--- src/design/mara_pkg.sv ---
package mara_pkg;

  // Width of a sample, an average and a threshold.
  localparam int unsigned SampleW = 12;

  // Configuration port geometry.
  localparam int unsigned CfgIdxW  = 1;
  localparam int unsigned CfgDataW = SampleW;

  // Configuration register indexes.
  localparam logic [CfgIdxW-1:0] CfgLowThreshold  = 1'd0;
  localparam logic [CfgIdxW-1:0] CfgHighThreshold = 1'd1;

  // Threshold values after reset.
  localparam logic [SampleW-1:0] LowThresholdReset  = 12'd300;
  localparam logic [SampleW-1:0] HighThresholdReset = 12'd3800;

  // Alarm band handed from the register file to the evaluation stage.
  typedef struct packed {
    logic [SampleW-1:0] low;
    logic [SampleW-1:0] high;
  } thr_t;

endpackage

--- src/design/mara_window.sv ---
module mara_window #(
  parameter int unsigned WINDOW = 5,
  parameter int unsigned SUM_W  = 15
) (
  input  logic                        clk_i,
  input  logic                        rst_ni,
  input  logic                        in_valid_i,
  output logic                        in_ready_o,
  input  logic [mara_pkg::SampleW-1:0] sample_i,
  output logic                        s1_valid_o,
  input  logic                        s1_ready_i,
  output logic [mara_pkg::SampleW-1:0] s1_level_o,
  output logic [SUM_W-1:0]            s1_sum_o
);
  import mara_pkg::*;

  localparam int unsigned POS_W = (WINDOW > 1) ? $clog2(WINDOW) : 1;
  localparam logic [POS_W-1:0] LAST_POS = POS_W'(WINDOW - 1);

  logic [SampleW-1:0] ring_q [WINDOW];
  logic [POS_W-1:0]   pos_q, pos_d;
  logic [SUM_W-1:0]   sum_q, sum_d;
  logic               s1_valid_q, s1_valid_d;
  logic [SampleW-1:0] s1_level_q;
  logic               accept;

  // A new item enters whenever the next stage is empty or draining.
  assign in_ready_o = !s1_valid_q || s1_ready_i;
  assign accept     = in_valid_i && in_ready_o;

  // The running sum drops the entry being overwritten and adds the new sample.
  always_comb begin
    sum_d = sum_q - SUM_W'(ring_q[pos_q]) + SUM_W'(sample_i);
    pos_d = (pos_q == LAST_POS) ? '0 : pos_q + POS_W'(1);
  end

  // Stage one holds the item until the evaluation stage takes it.
  always_comb begin
    if (accept) begin
      s1_valid_d = 1'b1;
    end else if (s1_ready_i) begin
      s1_valid_d = 1'b0;
    end else begin
      s1_valid_d = s1_valid_q;
    end
  end

  // Ring, write position and running sum; the ring starts out all zero.
  always_ff @(posedge clk_i or negedge rst_ni) begin
    if (!rst_ni) begin
      for (int i = 0; i < WINDOW; i++) begin
        ring_q[i] <= '0;
      end
      pos_q      <= '0;
      sum_q      <= '0;
      s1_valid_q <= 1'b0;
    end else begin
      s1_valid_q <= s1_valid_d;
      if (accept) begin
        ring_q[pos_q] <= sample_i;
        pos_q         <= pos_d;
        sum_q         <= sum_d;
      end
    end
  end

  // The sample itself travels alongside the sum.
  always_ff @(posedge clk_i) begin
    if (accept) begin
      s1_level_q <= sample_i;
    end
  end

  assign s1_valid_o = s1_valid_q;
  assign s1_level_o = s1_level_q;
  assign s1_sum_o   = sum_q;

endmodule

--- src/design/mara_eval.sv ---
module mara_eval #(
  parameter int unsigned WINDOW = 5,
  parameter int unsigned SUM_W  = 15
) (
  input  logic                         clk_i,
  input  logic                         rst_ni,
  input  mara_pkg::thr_t               thr_i,
  input  logic                         s1_valid_i,
  output logic                         s1_ready_o,
  input  logic [mara_pkg::SampleW-1:0] s1_level_i,
  input  logic [SUM_W-1:0]             s1_sum_i,
  output logic                         out_valid_o,
  input  logic                         out_ready_i,
  output logic [mara_pkg::SampleW-1:0] level_o,
  output logic [mara_pkg::SampleW-1:0] average_o,
  output logic                         changed_o,
  output logic                         anomaly_o
);
  import mara_pkg::*;

  // Reciprocal of WINDOW, exact for every sum below 2**SUM_W.
  localparam int unsigned SHIFT  = SUM_W + ((WINDOW > 1) ? $clog2(WINDOW) : 0);
  localparam longint unsigned RECIP_L = ((64'd1 << SHIFT) + 64'(WINDOW) - 64'd1)
                                        / 64'(WINDOW);
  localparam logic [SHIFT:0] RECIP = RECIP_L[SHIFT:0];
  localparam int unsigned PROD_W = SUM_W + SHIFT + 1;

  logic [PROD_W-1:0]  prod;
  logic [SampleW-1:0] avg;
  logic               changed, anomaly, load;
  logic               out_valid_q, out_valid_d;
  logic [SampleW-1:0] level_q, avg_q, last_avg_q;
  logic               changed_q, anomaly_q, last_valid_q;

  // The result register takes a new item when empty or being read.
  assign s1_ready_o = !out_valid_q || out_ready_i;
  assign load       = s1_valid_i && s1_ready_o;

  // Average by reciprocal multiply, then change and band checks.
  always_comb begin
    prod    = PROD_W'(s1_sum_i) * PROD_W'(RECIP);
    avg     = prod[SHIFT +: SampleW];
    changed = !last_valid_q || (avg != last_avg_q);
    anomaly = (avg > thr_i.high) || (avg < thr_i.low);
  end

  always_comb begin
    if (load) begin
      out_valid_d = 1'b1;
    end else if (out_ready_i) begin
      out_valid_d = 1'b0;
    end else begin
      out_valid_d = out_valid_q;
    end
  end

  // Control state: result valid and the last reported average.
  always_ff @(posedge clk_i or negedge rst_ni) begin
    if (!rst_ni) begin
      out_valid_q  <= 1'b0;
      last_valid_q <= 1'b0;
      last_avg_q   <= '0;
    end else begin
      out_valid_q <= out_valid_d;
      if (load) begin
        last_valid_q <= 1'b1;
        last_avg_q   <= avg;
      end
    end
  end

  // Result payload.
  always_ff @(posedge clk_i) begin
    if (load) begin
      level_q   <= s1_level_i;
      avg_q     <= avg;
      changed_q <= changed;
      anomaly_q <= anomaly;
    end
  end

  assign out_valid_o = out_valid_q;
  assign level_o     = level_q;
  assign average_o   = avg_q;
  assign changed_o   = changed_q;
  assign anomaly_o   = anomaly_q;

endmodule

--- src/design/moving_average_range_alarm_unit.sv ---
// Moving average range alarm. Each 12-bit sample item enters a ring of WINDOW
// entries (all zero after reset, so the first averages include those zeros),
// and one result item leaves per sample: the sample, the truncated mean of
// the ring, a changed flag (always set on the first result after reset) and
// an anomaly flag for a mean above high_threshold or below low_threshold.
// Throughput is one item per clock cycle while out_ready_i is high. Accepting a
// sample updates the running sum register (stage one); the result register then
// takes that sum times the reciprocal of WINDOW and the compares.
// Thresholds are written through cfg_we_i/cfg_idx_i/cfg_data_i while idle.
module moving_average_range_alarm_unit #(
  parameter int unsigned WINDOW = 5
) (
  input  logic                          clk_i,
  input  logic                          rst_ni,
  input  logic                          cfg_we_i,
  input  logic [mara_pkg::CfgIdxW-1:0]  cfg_idx_i,
  input  logic [mara_pkg::CfgDataW-1:0] cfg_data_i,
  input  logic                          in_valid_i,
  output logic                          in_ready_o,
  input  logic [mara_pkg::SampleW-1:0]  sample_i,
  output logic                          out_valid_o,
  input  logic                          out_ready_i,
  output logic [mara_pkg::SampleW-1:0]  level_o,
  output logic [mara_pkg::SampleW-1:0]  average_o,
  output logic                          changed_o,
  output logic                          anomaly_o
);
  import mara_pkg::*;

  localparam int unsigned SUM_W = $clog2(WINDOW * ((1 << SampleW) - 1) + 1);

  thr_t               thr_q;
  logic               s1_valid, s1_ready;
  logic [SampleW-1:0] s1_level;
  logic [SUM_W-1:0]   s1_sum;

  // Threshold registers.
  always_ff @(posedge clk_i or negedge rst_ni) begin
    if (!rst_ni) begin
      thr_q.low  <= LowThresholdReset;
      thr_q.high <= HighThresholdReset;
    end else if (cfg_we_i) begin
      case (cfg_idx_i)
        CfgLowThreshold:  thr_q.low  <= cfg_data_i;
        CfgHighThreshold: thr_q.high <= cfg_data_i;
        default: ;
      endcase
    end
  end

  // Ring and running sum.
  mara_window #(
    .WINDOW (WINDOW),
    .SUM_W  (SUM_W)
  ) u_window (
    .clk_i      (clk_i),
    .rst_ni     (rst_ni),
    .in_valid_i (in_valid_i),
    .in_ready_o (in_ready_o),
    .sample_i   (sample_i),
    .s1_valid_o (s1_valid),
    .s1_ready_i (s1_ready),
    .s1_level_o (s1_level),
    .s1_sum_o   (s1_sum)
  );

  // Average, flags and result register.
  mara_eval #(
    .WINDOW (WINDOW),
    .SUM_W  (SUM_W)
  ) u_eval (
    .clk_i       (clk_i),
    .rst_ni      (rst_ni),
    .thr_i       (thr_q),
    .s1_valid_i  (s1_valid),
    .s1_ready_o  (s1_ready),
    .s1_level_i  (s1_level),
    .s1_sum_i    (s1_sum),
    .out_valid_o (out_valid_o),
    .out_ready_i (out_ready_i),
    .level_o     (level_o),
    .average_o   (average_o),
    .changed_o   (changed_o),
    .anomaly_o   (anomaly_o)
  );

endmodule
--- config.mk ---
export PLATFORM = sky130hd
export DESIGN_NAME = moving_average_range_alarm_unit
export DESIGN_NICKNAME = d
export VERILOG_FILES = /design/src/design/mara_pkg.sv /design/src/design/mara_window.sv /design/src/design/mara_eval.sv /design/src/design/moving_average_range_alarm_unit.sv
export SDC_FILE = /design/constraint.sdc
export NUM_CORES = 1
export LEC_CHECK = 0
export ABC_AREA = 0
export BUFFER_PORTS_ARGS = -buffer_cell sky130_fd_sc_hd__buf_2
export CAP_MARGIN = 20
export CORE_MARGIN = 3
export CORE_UTILIZATION = 50
export DETAILED_ROUTE_END_ITERATION = 16
export GPL_TIMING_DRIVEN = 0
export PLACE_DENSITY = 0.67
export RECOVER_POWER = 25
export SLEW_MARGIN = 30
export SYNTH_ARGS = -nofsm -noshare
export SYNTH_HDL_FRONTEND = slang
export SYNTH_SLANG_ARGS = --single-unit
--- constraint.sdc ---
create_clock -name clk_i -period 7.17 [get_ports clk_i]
set_input_delay 0.3585 -clock clk_i [delete_from_list [all_inputs] [get_ports clk_i]]
set_output_delay 0.3585 -clock clk_i [all_outputs]
set_load 0.005 [all_outputs]
==> flow_metrics.tcl <==
set metrics [dict create \
    yosysWarnings 0 \
    crit_start "u_window.s1_sum_o[10]" \
    postSynthAreaPerCell_um2 10.3 \
    port_buffers 57 \
    syn_area_um2 11400 \
    max_cap_viol_count 2 \
    yosysSeqAreaShare 0.358 \
    ys_async_sr_fraction 0.755 \
    cpPeakStageDelay_ns 0.54 \
    finish.utilization 0.587 \
    layout_common_cells "174 x inv_1, 147 x ha_1, 119 x nand2_1" \
    hold_viol 0 \
    antenna_found_initial 0 \
    clock_skew_ns 0.0143 \
    cts.root.buffer_cell "clkbuf_16" \
    synth_xor_area_frac 0.0347 \
    drive_gt1_frac 0.149 \
    num_io_pins 58 \
    period_needed_ns 6.87 \
    synth-compound-area-share 0.114 \
    numCtsBuffers 17 \
    synth.area.top_cells "dfrtp_1 23%, ha_1 17%, fa_1 12%, edfxtp_1 10%, inv_1 5.8%" \
    relSlewSlack -1.52 \
    synthSimpleGateAreaFrac 0.0924 \
    cp.arrival_ns 7.03 \
    syn_inst 1108 \
    outcome "complete, but fails checks" \
    drtPass1Iterations 4 \
    ys_types 62 \
    worst_slew_pin_slew_ns 3.78 \
    hold_start "sample_i[8]" \
    final_nets 1446 \
    ys_ff_latch 155 \
    start_util 0.516 \
    core_area_um2 22100 \
    wl_per_cell_um 17.4 \
    ant_nets 0 \
    final_common_cell "inv_1" \
    clock-sinks 155 \
    violations "max-capacitance violations, max-slew violations" \
    r2r_start "u_window.s1_sum_o[10]" \
    yosys.area.top_type "dfrtp_1" \
    max_freq_ghz 0.146 \
    end_kind "register" \
    clk_pin_slew_ns 0.07 \
    synth_top_family_by_area "adder cells" \
    design_area_um2 13000 \
    grt_max_degree 85 \
    area_growth_pct 13.7 \
    dp_slack_ns -0.386 \
    path_delay_family "adder cells" \
    drt_wl_total_um 25900 \
    cp_slowest_cell "fa_1" \
    synth_edf_count 38 \
    cts_tree "done" \
    synth_flop_cell "dfrtp_1" \
    grt_pass1_wl_um 42800 \
    grt.overflow.total 0 \
    setup_viol 0 \
    synthAdderAreaFrac 0.285 \
    fin_ws_ns 0.304 \
    drc_errors 0 \
    die_x_um 157 \
    clock_latency_ns 0.43 \
    placed_area_um2 12100 \
    synth_top_area_share 0.233 \
    rsz0062_at_grt "no" \
    synth_nets 1357 \
    crit_type "reg2reg" \
    period_share 0.958 \
    path_buf_inv 3 \
    cts_buffer_depth 2 \
    drtIter0Drc 395 \
    grt_pass1_vias 8560 \
    drt-vias-per-instance 5.46 \
    hold_class "in2reg" \
    diodes 0 \
    worstPathRequired_ns 7.33 \
    start_kind "register" \
    grtUsageTotal 0.219 \
    dp_hpwl_um 20000 \
    crit_fanout 6 \
    vias 8137 \
    drv_slew 120 \
    dieArea_um2 24600 \
    tns_ns 0 \
    rows 54 \
    synthMuxAreaShare 0.0475 \
    htree_num_levels 4 \
    gp_routability_congestion 0.869 \
    die_height_um 157 \
]
## worst register-to-register path: cells and delay by family, from the launching register on
family	cells	cell delay [ns]
AND/OR/NAND/NOR	3	0.73
AO/OA/AOI/OAI	11	1.70
buffers and inverters	3	0.21
adder cells (fa/ha/maj)	8	3.28
XOR/XNOR	1	0.23
flip-flops	1	0.46
## metrics by stage
stage	instances	hold WS (ns)
2_1_floorplan	1108	0.0629
3_3_place_gp	1445	0.402
3_5_place_dp	1447	0.248
4_1_cts	1482	0.107
5_1_grt	1490	0.109
6_report	1490	0.125
## registers in the layout (all words and copies together), names as in the netlist
signal,count
u_window.pos_q,3
u_eval.last_avg_q,12
u_eval.last_valid_q,1
thr_q,24
u_eval.average_o,12
u_window.ring_q,60
u_eval.level_o,12
u_eval.out_valid_o,1
u_window.s1_valid_o,1
u_window.s1_sum_o,15
u_window.s1_level_o,12
u_eval.changed_o,1
u_eval.anomaly_o,1
## path summary, 6_finish.rpt
kind	endpoint	slack (ns)	cells after the start
worst max-delay path	u_eval.anomaly_o	0.30	26
worst min register to register	u_eval.level_o[8]	0.43	0
worst min-delay path	u_window.s1_level_o[8]	0.12	1
worst max register to register	u_eval.anomaly_o	0.30	26
min in group asynchronous	thr_q[5]	1.01	2
max in group asynchronous	u_window.s1_sum_o[4]	1.18	3
## per-layer routing
| metal | share of wire | up-vias | GRT usage | wire, µm |
|---|---|---|---|---|
| li1 | - | 3944 | - | - |
| met1 | 0.45 | 4022 | 0.287 | 11700 |
| met2 | 0.50 | 132 | 0.375 | 12900 |
| met4 | 0.023 | 0 | 0.0734 | 598 |
| met5 | 0 | - | 0 | 0 |
| met3 | 0.027 | 39 | 0.0330 | 694 |
## cells in the mapped netlist (all sizes together) (7+ instances only)
master / number
a21o: 13
a21oi: 38
clkbuf: 28
dfrtp: 106
dfstp: 11
edfxtp: 38
fa: 67
ha: 152
inv: 176
mux2: 27
mux2i: 8
mux4: 7
nand2: 119
nand2b: 12
nand3: 13
nand4: 13
nor2: 28
nor2b: 8
nor3: 13
o21ai: 108
o22ai: 7
xnor2: 21
xor2: 19
## layout make-up
class                      count  area, µm²
sequential                   155       4090
fill                        1866       9130
timing repair buffer          71        402
clock buffer                  18        450
inverter                     177        664
buffer                        29        111
multi-input combinational    746       6740
tap                          280        350
clock inverter                14        161
## what timing repair did
action                                  CTS  global route
gates cloned                              0             0
endpoints found under the setup margin    1             1
gates resized for setup                   7            30
hold buffers                              1             0
endpoints found under the hold margin    24             0
pin swaps                                 2             9
buffers inserted                          2             9
## logic make-up after synthesis
| kind of cell | Yosys count |
|---|---|
| AO/OA/AOI/OAI | 217 |
| XOR/XNOR | 42 |
| adder cells (fa/ha/maj) | 219 |
| buffers and inverters | 207 |
| flip-flops | 155 |
| multiplexers | 42 |
| AND/OR/NAND/NOR | 226 |
Power is left out: the tool's default activity adds up to more than one toggle a clock period on the data nets, which glitch-free logic cannot reach.
